**src/rtl/sfs_pkg.sv**
```systemverilog
// shared types and constants for the sprite frame sequencer
// no dependencies; imported by every rtl file of the block

package sfs_pkg;

  localparam int CFG_INDEX_W = 3;
  localparam int CFG_DATA_W  = 16;
  localparam int RECT_W      = 20;
  localparam int QUEUE_DEPTH = 2;

  typedef enum logic [CFG_INDEX_W-1:0] {
    REG_FRAME_WIDTH  = 3'd0,
    REG_FRAME_HEIGHT = 3'd1,
    REG_SHEET_COLS   = 3'd2,
    REG_LOOP_START   = 3'd3,
    REG_LOOP_END     = 3'd4,
    REG_FRAME_PERIOD = 3'd5
  } reg_index_t;

  typedef struct packed {
    logic [9:0]  frame_width;
    logic [9:0]  frame_height;
    logic [8:0]  sheet_columns;
    logic [7:0]  loop_start;
    logic [7:0]  loop_end;
    logic [15:0] frame_period;
  } cfg_t;

  typedef enum logic [1:0] {
    B_IDLE,
    B_DIV,
    B_MUL,
    B_SUM
  } back_state_t;

endpackage

```
**src/rtl/sfs_front.sv**
```systemverilog
// front end: accepts beats, updates frame counter and time accumulator
// depends on sfs_pkg; pushes the new frame index into sfs_queue

module sfs_front import sfs_pkg::*; #(
  parameter int INDEX_BITS = 8
) (
  input  logic                  clk,
  input  logic                  rst,
  input  cfg_t                  cfg,
  input  logic                  in_valid,
  output logic                  in_ready,
  input  logic                  kind,
  input  logic [15:0]           elapsed_ms,
  input  logic [7:0]            frame_index,
  input  logic                  queue_full,
  output logic                  push,
  output logic [INDEX_BITS-1:0] push_index
);

  localparam int WIDE = INDEX_BITS + 8;
  localparam logic [16:0] ACC_MAX = 17'h1FFFF;

  logic [INDEX_BITS-1:0] frame_counter, frame_counter_next;
  logic [16:0]           time_accumulator, time_accumulator_next;

  logic [17:0]     sum;
  logic [16:0]     sum_sat;
  logic [WIDE-1:0] inc_wide, start_wide, load_wide;

  assign in_ready = !queue_full;
  assign push     = in_valid && in_ready;

  always_comb begin
    sum        = 18'(time_accumulator) + 18'(elapsed_ms);
    sum_sat    = (sum > 18'(ACC_MAX)) ? ACC_MAX : sum[16:0];
    inc_wide   = WIDE'(frame_counter) + WIDE'(1);
    start_wide = WIDE'(cfg.loop_start);
    load_wide  = WIDE'(frame_index);
    frame_counter_next    = frame_counter;
    time_accumulator_next = time_accumulator;
    if (!kind) begin
      time_accumulator_next = sum_sat;
      if (sum_sat > 17'(cfg.frame_period)) begin
        time_accumulator_next = '0;
        // wrap test uses the full incremented value
        if (inc_wide > WIDE'(cfg.loop_end)) begin
          frame_counter_next = start_wide[INDEX_BITS-1:0];
        end else begin
          frame_counter_next = inc_wide[INDEX_BITS-1:0];
        end
      end
    end else begin
      frame_counter_next = load_wide[INDEX_BITS-1:0];
    end
  end

  assign push_index = frame_counter_next;

  always_ff @(posedge clk) begin
    if (rst) begin
      frame_counter    <= '0;
      time_accumulator <= '0;
    end else if (push) begin
      frame_counter    <= frame_counter_next;
      time_accumulator <= time_accumulator_next;
    end
  end

endmodule

```
**src/rtl/sfs_queue.sv**
```systemverilog
// short fifo of frame indexes between front and back end
// depends on sfs_pkg for the queue depth

module sfs_queue import sfs_pkg::*; #(
  parameter int WIDTH = 8
) (
  input  logic             clk,
  input  logic             rst,
  input  logic             push,
  input  logic [WIDTH-1:0] push_data,
  input  logic             pop,
  output logic [WIDTH-1:0] pop_data,
  output logic             empty,
  output logic             full
);

  localparam int PTR_W = (QUEUE_DEPTH > 1) ? $clog2(QUEUE_DEPTH) : 1;
  localparam int CNT_W = $clog2(QUEUE_DEPTH + 1);

  logic [WIDTH-1:0] slots [QUEUE_DEPTH];
  logic [PTR_W-1:0] wr_ptr, rd_ptr;
  logic [CNT_W-1:0] count;

  assign empty    = (count == '0);
  assign full     = (count == CNT_W'(QUEUE_DEPTH));
  assign pop_data = slots[rd_ptr];

  function automatic logic [PTR_W-1:0] bump(input logic [PTR_W-1:0] p);
    bump = (p == PTR_W'(QUEUE_DEPTH - 1)) ? '0 : p + PTR_W'(1);
  endfunction

  always_ff @(posedge clk) begin
    if (push) begin
      slots[wr_ptr] <= push_data;
    end
  end

  always_ff @(posedge clk) begin
    if (rst) begin
      wr_ptr <= '0;
      rd_ptr <= '0;
      count  <= '0;
    end else begin
      if (push) begin
        wr_ptr <= bump(wr_ptr);
      end
      if (pop) begin
        rd_ptr <= bump(rd_ptr);
      end
      if (push && !pop) begin
        count <= count + CNT_W'(1);
      end else if (pop && !push) begin
        count <= count - CNT_W'(1);
      end
    end
  end

endmodule

```
**src/rtl/sfs_back.sv**
```systemverilog
// back end: restoring divide by column count, multiply, add, output register
// depends on sfs_pkg; pops frame indexes from sfs_queue

module sfs_back import sfs_pkg::*; #(
  parameter int INDEX_BITS = 8
) (
  input  logic                  clk,
  input  logic                  rst,
  input  cfg_t                  cfg,
  input  logic                  queue_empty,
  input  logic [INDEX_BITS-1:0] queue_data,
  output logic                  pop,
  output logic                  out_valid,
  input  logic                  out_ready,
  output logic [RECT_W-1:0]     rect_top,
  output logic [RECT_W-1:0]     rect_left,
  output logic [RECT_W-1:0]     rect_bottom,
  output logic [RECT_W-1:0]     rect_right,
  output logic [7:0]            current_frame
);

  localparam int CW = $clog2(INDEX_BITS + 1);
  localparam int PW = INDEX_BITS + 20;
  localparam int FW = INDEX_BITS + 8;

  back_state_t state, state_next;

  logic [INDEX_BITS-1:0] frame;
  logic [INDEX_BITS-1:0] dvd;
  logic [8:0]            rem;
  logic [CW-1:0]         cnt;
  logic [RECT_W-1:0]     top_p, left_p;

  logic [8:0]          cols_eff;
  logic [9:0]          trial;
  logic [9:0]          trial_sub;
  logic                qbit;
  logic [INDEX_BITS:0] dvd_sh;
  logic [PW-1:0]       row_prod;
  logic [PW-1:0]       col_prod;
  logic [FW-1:0]       frame_wide;
  logic                emit;

  // zero columns behave as one column
  assign cols_eff = (cfg.sheet_columns == '0) ? 9'd1 : cfg.sheet_columns;

  always_comb begin
    trial     = {rem, dvd[INDEX_BITS-1]};
    qbit      = (trial >= {1'b0, cols_eff});
    trial_sub = qbit ? (trial - {1'b0, cols_eff}) : trial;
    dvd_sh    = {dvd, qbit};
    row_prod  = PW'(dvd) * PW'(cfg.frame_height);
    col_prod  = PW'(rem) * PW'(cfg.frame_width);
    frame_wide = FW'(frame);
  end

  assign emit = (state == B_SUM) && (!out_valid || out_ready);

  always_comb begin
    state_next = state;
    pop        = 1'b0;
    case (state)
      B_IDLE: begin
        if (!queue_empty) begin
          pop        = 1'b1;
          state_next = B_DIV;
        end
      end
      B_DIV: begin
        if (cnt == CW'(1)) begin
          state_next = B_MUL;
        end
      end
      B_MUL: begin
        state_next = B_SUM;
      end
      B_SUM: begin
        if (emit) begin
          state_next = B_IDLE;
        end
      end
      default: begin
        state_next = B_IDLE;
      end
    endcase
  end

  always_ff @(posedge clk) begin
    if (rst) begin
      state <= B_IDLE;
    end else begin
      state <= state_next;
    end
  end

  always_ff @(posedge clk) begin
    case (state)
      B_IDLE: begin
        frame <= queue_data;
        dvd   <= queue_data;
        rem   <= '0;
        cnt   <= CW'(INDEX_BITS);
      end
      B_DIV: begin
        // one quotient bit per cycle, quotient shifts into dvd
        rem <= trial_sub[8:0];
        dvd <= dvd_sh[INDEX_BITS-1:0];
        cnt <= cnt - CW'(1);
      end
      B_MUL: begin
        top_p  <= row_prod[RECT_W-1:0];
        left_p <= col_prod[RECT_W-1:0];
      end
      default: begin
      end
    endcase
  end

  always_ff @(posedge clk) begin
    if (emit) begin
      rect_top      <= top_p;
      rect_left     <= left_p;
      rect_bottom   <= top_p + RECT_W'(cfg.frame_height);
      rect_right    <= left_p + RECT_W'(cfg.frame_width);
      current_frame <= frame_wide[7:0];
    end
  end

  always_ff @(posedge clk) begin
    if (rst) begin
      out_valid <= 1'b0;
    end else if (emit) begin
      out_valid <= 1'b1;
    end else if (out_ready) begin
      out_valid <= 1'b0;
    end
  end

`ifndef SYNTHESIS
  a_div_count: assert property (@(posedge clk) disable iff (rst)
    state == B_DIV |-> cnt != '0)
    else $error("divide step count ran out");

  a_rem_range: assert property (@(posedge clk) disable iff (rst)
    state == B_MUL |-> rem < cols_eff)
    else $error("remainder not below column count");

  a_div_exact: assert property (@(posedge clk) disable iff (rst)
    state == B_MUL |->
      ((INDEX_BITS + 10)'(dvd) * (INDEX_BITS + 10)'(cols_eff)
       + (INDEX_BITS + 10)'(rem)) == (INDEX_BITS + 10)'(frame))
    else $error("quotient and remainder do not rebuild the frame index");

  a_hold_result: assert property (@(posedge clk) disable iff (rst)
    out_valid && !out_ready |=> out_valid && $stable(current_frame))
    else $error("waiting result dropped or changed");
`endif

endmodule

```
**src/rtl/sprite_frame_sequencer.sv**
```systemverilog
// sprite sheet animation sequencer, top level with configuration registers
// depends on sfs_pkg, sfs_front, sfs_queue and sfs_back
//
// usage:
//   input channel (in_valid/in_ready): one beat is a tick (kind = 0, elapsed_ms
//   added to the accumulator) or a frame set (kind = 1, frame_index loaded)
//   output channel (out_valid/out_ready): one beat per input beat, carrying the
//   source rectangle of the frame current after that input, plus its index
//   config: cfg_write with cfg_index / cfg_data sets a register;
//   write only while no beat is in flight; unknown indexes are ignored
// timing:
//   the front end updates frame state in the cycle a beat is accepted and
//   queues the index; the back end divides it by the column count one bit per
//   cycle, then multiplies and adds into the output register, and pops the
//   next index only after the current one is done
// reset: rst (synchronous) restores register defaults, frame 0, accumulator 0
// stall: a result waits in the output register while the back end finishes
//   the next one; the two-entry queue keeps in_ready high until it fills

module sprite_frame_sequencer import sfs_pkg::*; #(
  parameter int INDEX_BITS = 8
) (
  input  logic                   clk,
  input  logic                   rst,
  input  logic                   cfg_write,
  input  logic [CFG_INDEX_W-1:0] cfg_index,
  input  logic [CFG_DATA_W-1:0]  cfg_data,
  input  logic                   in_valid,
  output logic                   in_ready,
  input  logic                   kind,
  input  logic [15:0]            elapsed_ms,
  input  logic [7:0]             frame_index,
  output logic                   out_valid,
  input  logic                   out_ready,
  output logic [RECT_W-1:0]      rect_top,
  output logic [RECT_W-1:0]      rect_left,
  output logic [RECT_W-1:0]      rect_bottom,
  output logic [RECT_W-1:0]      rect_right,
  output logic [7:0]             current_frame
);

  cfg_t cfg;

  logic                  push, pop;
  logic [INDEX_BITS-1:0] push_index, pop_index;
  logic                  queue_empty, queue_full;

  // configuration registers, written in place, no read-back
  always_ff @(posedge clk) begin
    if (rst) begin
      cfg.frame_width   <= 10'd32;
      cfg.frame_height  <= 10'd32;
      cfg.sheet_columns <= 9'd1;
      cfg.loop_start    <= 8'd0;
      cfg.loop_end      <= 8'd0;
      cfg.frame_period  <= 16'd100;
    end else if (cfg_write) begin
      case (reg_index_t'(cfg_index))
        REG_FRAME_WIDTH:  cfg.frame_width   <= cfg_data[9:0];
        REG_FRAME_HEIGHT: cfg.frame_height  <= cfg_data[9:0];
        REG_SHEET_COLS:   cfg.sheet_columns <= cfg_data[8:0];
        REG_LOOP_START:   cfg.loop_start    <= cfg_data[7:0];
        REG_LOOP_END:     cfg.loop_end      <= cfg_data[7:0];
        REG_FRAME_PERIOD: cfg.frame_period  <= cfg_data[15:0];
        default: begin
        end
      endcase
    end
  end

  // front end: accept and update animation state
  sfs_front #(.INDEX_BITS(INDEX_BITS)) u_front (
    .clk        (clk),
    .rst        (rst),
    .cfg        (cfg),
    .in_valid   (in_valid),
    .in_ready   (in_ready),
    .kind       (kind),
    .elapsed_ms (elapsed_ms),
    .frame_index(frame_index),
    .queue_full (queue_full),
    .push       (push),
    .push_index (push_index)
  );

  // decoupling queue of frame indexes
  sfs_queue #(.WIDTH(INDEX_BITS)) u_queue (
    .clk      (clk),
    .rst      (rst),
    .push     (push),
    .push_data(push_index),
    .pop      (pop),
    .pop_data (pop_index),
    .empty    (queue_empty),
    .full     (queue_full)
  );

  // back end: rectangle arithmetic and output register
  sfs_back #(.INDEX_BITS(INDEX_BITS)) u_back (
    .clk          (clk),
    .rst          (rst),
    .cfg          (cfg),
    .queue_empty  (queue_empty),
    .queue_data   (pop_index),
    .pop          (pop),
    .out_valid    (out_valid),
    .out_ready    (out_ready),
    .rect_top     (rect_top),
    .rect_left    (rect_left),
    .rect_bottom  (rect_bottom),
    .rect_right   (rect_right),
    .current_frame(current_frame)
  );

endmodule

```
**config.mk**
```make
export PLATFORM = sky130hd
export DESIGN_NAME = sprite_frame_sequencer
export DESIGN_NICKNAME = d
export VERILOG_FILES = /design/src/rtl/sfs_pkg.sv /design/src/rtl/sfs_front.sv /design/src/rtl/sfs_queue.sv /design/src/rtl/sfs_back.sv /design/src/rtl/sprite_frame_sequencer.sv
export SDC_FILE = /design/constraint.sdc
export NUM_CORES = 1
export LEC_CHECK = 0
export ABC_AREA = 1
export BUFFER_PORTS_ARGS = -buffer_cell sky130_fd_sc_hd__clkbuf_2
export CAP_MARGIN = 20
export CELL_PAD_IN_SITES_DETAIL_PLACEMENT = 1
export CELL_PAD_IN_SITES_GLOBAL_PLACEMENT = 2
export CORE_ASPECT_RATIO = 0.8
export CORE_MARGIN = 8
export CORE_UTILIZATION = 39
export CTS_BUF_LIST = sky130_fd_sc_hd__clkbuf_8
export DETAILED_ROUTE_END_ITERATION = 10
export PLACE_DENSITY = 0.89
export SYNTH_ARGS = -nofsm -noshare
export SYNTH_HDL_FRONTEND = slang
export SYNTH_SLANG_ARGS = --single-unit
export TNS_END_PERCENT = 100
```
**constraint.sdc**
```tcl
create_clock -name clk -period 6.5 [get_ports clk]
set_input_delay 0.325 -clock clk [delete_from_list [all_inputs] [get_ports clk]]
set_output_delay 0.325 -clock clk [all_outputs]
set_load 0.02 [all_outputs]
```
Word-level counts from Yosys, hierarchy flattened
Memories as Yosys holds them, arrays and structs flattened. A register that Yosys moved wholly into a read port is not among the register bits. Index checks and enable logic that the tools add are counted.

Bits in registers: 244. Memories: 1. Output and inout bits: 90. Word-level logic and storage cells: 105. Memory bits (writable): 16. Input bits: 49.

Mux-type cells: 26. Reductions and logical operators: 24. Bitwise logic cells: 1. Multiply operators: 2. Add/subtract/negate cells: 10. Equality and inequality tests: 13. Magnitude comparators: 4.

Memory list: u_queue.slots (words 2, width 8, read ports 1, clocked after memory_dff 1, write ports 1, RTL line sfs_queue.sv:20) `logic [WIDTH-1:0] slots [QUEUE_DEPTH];`.

Operators with widths (number): 17-bit 2-to-1 mux (2); 8-bit 2-to-1 mux (3); 19-bit by 10-bit adder with 20-bit output (1); 18-bit by 10-bit adder with 19-bit output (1); 9-bit by 10-bit multiplier with 19-bit output (1); 17-bit by 16-bit adder with 18-bit output (1); 18-bit by 17-bit greater-than comparator with 1-bit output (second input constant) (1); 8-bit by 10-bit multiplier with 18-bit output (1); 9-bit 2-to-1 mux (2); 9-bit one-hot mux with 2 select lines (1); 17-bit by 16-bit greater-than comparator with 1-bit output (1); 16-bit by 8-bit greater-than comparator with 1-bit output (1); 8-bit one-hot mux with 2 select lines (1); 2-bit AND reduction (7); 10-bit by 9-bit greater-or-equal comparator with 1-bit output (1); 1-bit 2-to-1 mux (10); 2-bit 2-to-1 mux (5); 8-bit by 1-bit adder with 9-bit output (second input constant) (1); 9-bit zero test (1); 9-bit subtractor (1); 2-bit one-hot mux with 4 select lines (1); 4-bit one-hot mux with 2 select lines (1); 2-bit equality test (second input constant) (3); 3-bit by 2-bit equality test with 1-bit output (second input constant) (2); 18 further kinds (30).

Logic depth before layout (Yosys ltp)
Word-level depth: 7. Mapped depth: 30. Depth with buffers taken out: 28.

By module
A second synthesis with hierarchy kept.

Cells, all modules: 2471. Area total of the unflattened synthesis: 19411.1 um2.

By module, submodules not included: sfs_back (times used 1, cells each 1585, sequential area each 4564.4 um2, area an instance 13223.9 um2); sfs_front (times used 1, cells each 471, sequential area each 500.5 um2, area an instance 2897.8 um2); sprite_frame_sequencer (times used 1, cells each 357, sequential area each 1221.2 um2, area an instance 2478.6 um2); sfs_queue (times used 1, cells each 58, sequential area each 580.6 um2, area an instance 810.8 um2).

Worst setup path after synthesis
Ideal clock, no wire load.

Kind: register -> register. Start: register u_back.state[0]. End: register u_back.current_frame[0], enable pin. Library setup time: 0.554 ns. Arrival time: 4.603 ns. Path buffers: 0. Required time: 5.946 ns. Stages on the path, launching flop included: 4. Setup slack: 1.343 ns. Period minus slack after synthesis: 5.157 ns. Path through: dfxtp_1 ha_1 inv_1 a21oi_1.

Cells in the longest elaborated chain, start to end: 2.

Ends and longest elaborated chain: from (decl) (RTL line sfs_back.sv:26) `back_state_t state, state_next;`; from (signal assigned) (RTL line sfs_back.sv:92) `state <= state_next;`; 2-bit equality test (RTL line sfs_back.sv:57) `assign emit = (state == B_SUM) && (!out_valid || out_ready);`; 1-bit logical AND (RTL line sfs_back.sv:57); via u_back.emit (RTL line sfs_back.sv:42) `logic emit;`; to (signal assigned) (RTL line sfs_back.sv:125) `current_frame <= frame_wide[7:0];`; to (decl) (RTL line sfs_back.sv:19) `output logic [7:0] current_frame`.

The timed path passes the listed nets, and every way through them passes these cells. A chain may end at the register's enable or synchronous reset.

Worst setup path in the final report
Start: register u_back.rem[2]. End: register u_back.left_p[16] (data pin).

Cells in the longest elaborated chain, start to end: 1.

Ends and longest elaborated chain: from (decl) (RTL line sfs_back.sv:30) `logic [8:0] rem;`; from (signal assigned) (RTL line sfs_back.sv:106) `rem <= trial_sub[8:0];`; 9-bit by 10-bit multiplier with 19-bit output (RTL line sfs_back.sv:53) `col_prod = PW'(rem) * PW'(cfg.frame_width);`; via u_back.col_prod[16] (RTL line sfs_back.sv:40) `logic [PW-1:0] col_prod;`; to (signal assigned) (RTL line sfs_back.sv:112) `left_p <= col_prod[RECT_W-1:0];`; to (decl) (RTL line sfs_back.sv:32) `logic [RECT_W-1:0] top_p, left_p;`.

The timed path passes the listed nets, and every way through them passes these cells.

==> metrics.md <==
| Metric | Value |
|---|---|
| Most common cell after layout, fill and taps aside | nand2_1 |
| Final Hold Fails | 0 |
| Met1 GRT Util | 22.5% |
| Largest net degree at the start of global routing | 85 |
| Antenna violations before repair | 1 |
| Complex-gate fraction of the synthesized area | 9.54% |
| Max cap viols | 0 |
| First-pass GRT wire length | 76.2 mm |
| Reg clk slew, reported paths | 60 ps |
| Core area | 0.0453 mm² |
| Setup_tns | 0 ps |
| Initial DRC count | 661 |
| Register area share after synthesis | 38.7% |
| ANT cells | 0 |
| Pleak | 9.84 nW |
| Routing usage on met2 | 31.7% |
| Clock tree from TritonCTS | built |
| Dominant cell type by area after synthesis | edfxtp_1 |
| DRT Pass-1 Iters | 5 |
| Clock Sinks | 260 |
| Met3 global-route usage | 3.25% |
| DIE WIDTH | 255 µm |
| Worst min path class | in2reg |
| Vias in the first global route | 14900 |
| CTS max path bufs | 3 |
| CP required | 6860 ps |
| Max H-tree Level | 2 |
| Clk_lat worst skew | 640 ps |
| Worst Setup SP | u_back.rem[2] |
| Avg Inst Size Synth | 9.03 µm² |
| YS warnings | 0 |
| Synth Instances | 1966 |
| Final HPWL DP | 35.6 mm |
| Arr. time, crit path | 5340 ps |
| Cell Area, Synth | 0.0178 mm² |
| Power per cell area | 326 mW/mm² |
| Area after DPL | 0.0189 mm² |
| Die Ht | 207 µm |
| Status | complete, no violations |
| GP Congestion | 0.834 |
| Worst relative slew slack | 37.2% |
| Synth cell types | 49 |
| # nets final | 2409 |
| CP endpoint kind | flop |
| Wire length per cell | 16.8 µm |
| Clock Tree Root | clkbuf_8 |
| Tmin final | 4980 ps |
| Vias per cell | 4.93 |
| R2r startpoint | u_back.rem[2] |
| Synth-to-layout area growth | 12.8% |
| # port buffers | 134 |
| Overall Power | 0.00653 W |
| Gr usage total | 18.0% |
| Clock Skew | 32.7 ps |
| CTS Buf Count | 47 |
| DRC viols | 0 |
| RSZ-0062 raised after global routing | no |
| Synth Register Bits | 260 |
| Slew @ Worst Pin | 939 ps |
| Final Setup Violations | 0 |
| Largest family of logic cells by synthesized area | adder cells |
| Worst Hold Launch | frame_index[1] |
| Max FO, Critical Path | 12 |
| Routed Antenna Nets | 0 |
| Simple-Gate Fraction of Synth Area | 14.2% |
| Crit start category | flop |
| Largest cells by area after synthesis | edfxtp_1, fa_1, ha_1, dfxtp_1, nand2_1 |
| Post-synthesis xor/xnor area fraction | 4.24% |
| Layout cells sized above 1 | 11.9% |
| IO Pins | 139 |
| Number of cell rows | 70 |
| Post-route design area | 0.0200 mm² |
| Die Area | 0.0526 mm² |
| Peak supply drop | 126 µV |
| Most Crowded Layer GR | met2 |
| Post-synthesis mux area share | 0.444% |
| Crit path kind | reg2reg |
| Area share of fa/ha/maj cells after synthesis | 23.1% |
| GR Overflow Total | 0 |
| Initial Util | 39.2% |
| Max Clock Freq | 0.201 GHz |
| DR vias | 13500 |
| Final Cycle Share | 76.6% |
| Total wire length | 46.3 mm |
| Max-slew violations | 0 |
| Top-area cell type share of the netlist area | 28.1% |
| Most frequent cells in the layout | nand2_1, inv_1, edfxtp_1 |
## metal layers
metal	wire length [µm]	part of all wire, %
met1	20900	45
met2	22600	49
met3	1700	3.7
met4	1120	2.4
met5	0	0
## state kept, by name, summed over array words and instances, names as in the netlist, named ones only
| register | flops |
|---|---|
| u_back.rect_top | 18 |
| u_back.rem | 9 |
| u_back.left_p | 19 |
| u_back.cnt | 4 |
| cfg | 61 |
| u_back.top_p | 18 |
| u_back.rect_right | 20 |
| u_back.frame | 8 |
| u_back.dvd | 8 |
| u_front.frame_counter | 8 |
| u_queue.wr_ptr | 1 |
| u_back.out_valid | 1 |
| u_back.rect_bottom | 19 |
| u_back.current_frame | 8 |
| u_back.rect_left | 19 |
| u_back.state | 2 |
| u_queue.slots | 16 |
| u_front.time_accumulator | 17 |
| u_queue.rd_ptr | 1 |
| u_queue.count | 2 |
## cell type report
cell class	count	area, µm²
clock buffers	47	647
inverters	374	1400
repair buffers	148	826
multi-input cells	1266	9180
clock inverters	39	334
flip-flops and latches	260	6870
well taps	612	766
fillers	5295	25300
## worst max-delay path: stages (launching register included)
cell and delay (ps):
edfxtp_1 640, nand2_1 150, fa_1 520, fa_1 530
fa_1 440, fa_1 540, inv_1 40, ha_1 360
a21oi_1 160, o21ai_0 150, a21o_1 190, a21oi_1 230
o21ai_0 170, a21boi_0 300, o21ai_0 140, xor2_1 160
## cell usage after synthesis (all sizes together)
cell     number
o21bai        6
nand3        61
and3          3
conb          1
xor2         58
nor4          2
clkinv        2
edfxtp      166
xnor2        28
nand4        13
o21ai       107
nand3b        3
o221a         1
a31o          1
a21o          7
nor3         15
dfxtp        94
fa          109
a21oi       146
o31ai         5
inv         372
a211oi        3
a31oi         5
o21a          2
clkbuf       62
nand2       414
o211ai        7
nor2         91
a21boi        3
o22ai         8
and2          1
buf           7
mux2          7
ha          154
o2111ai       1
o32ai         1
## power breakdown
part / internal (W) / switching, W / total [W]
clock network: 0.000891 / 0.000750 / 0.00164
registers: 0.00224 / 0.000363 / 0.00260
logic: 0.000834 / 0.00145 / 0.00229
total: 0.00396 / 0.00256 / 0.00653
## metrics by stage
stage	hold slack, ps	instances	worst slack (ps)	utilization [%]
finish	70.3	2746	1520	44.2
global route	37.5	2746	1210	44.2
CTS	5.48	2744	1530	44.1
detailed placement	411	2648	1530	41.7
global placement	435	2648	1690	41.7
floorplan	400	1969	1340	-
## worst paths after layout
check | endpoint | slack [ps] | depth (start not counted)
worst max-delay path | u_back.left_p[16] | 1520 | 15
worst min-delay path | u_front.frame_counter[1] | 70 | 5
worst max register to register | u_back.left_p[16] | 1520 | 15
worst min register to register | u_back.current_frame[2] | 450 | 0
## cell families (layout without fill, tap and decap cells)
family | Yosys count | count (layout)
compound gates | 303 | 303
xor+xnor | 86 | 86
fa+ha+maj | 263 | 263
buf+inv | 443 | 608
flops | 260 | 260
mux | 7 | 7
other cells | 1 | 4
simple gates | 603 | 603
## timing repair
item / in CTS / in global routing
setup buffers: 0 / 0
hold endpoints to repair: 13 / 0
hold buffers: 10 / 0
gates resized for setup: 0 / 0
endpoints found under the setup margin: 0 / 0
Power figures use the tool's default switching activity.
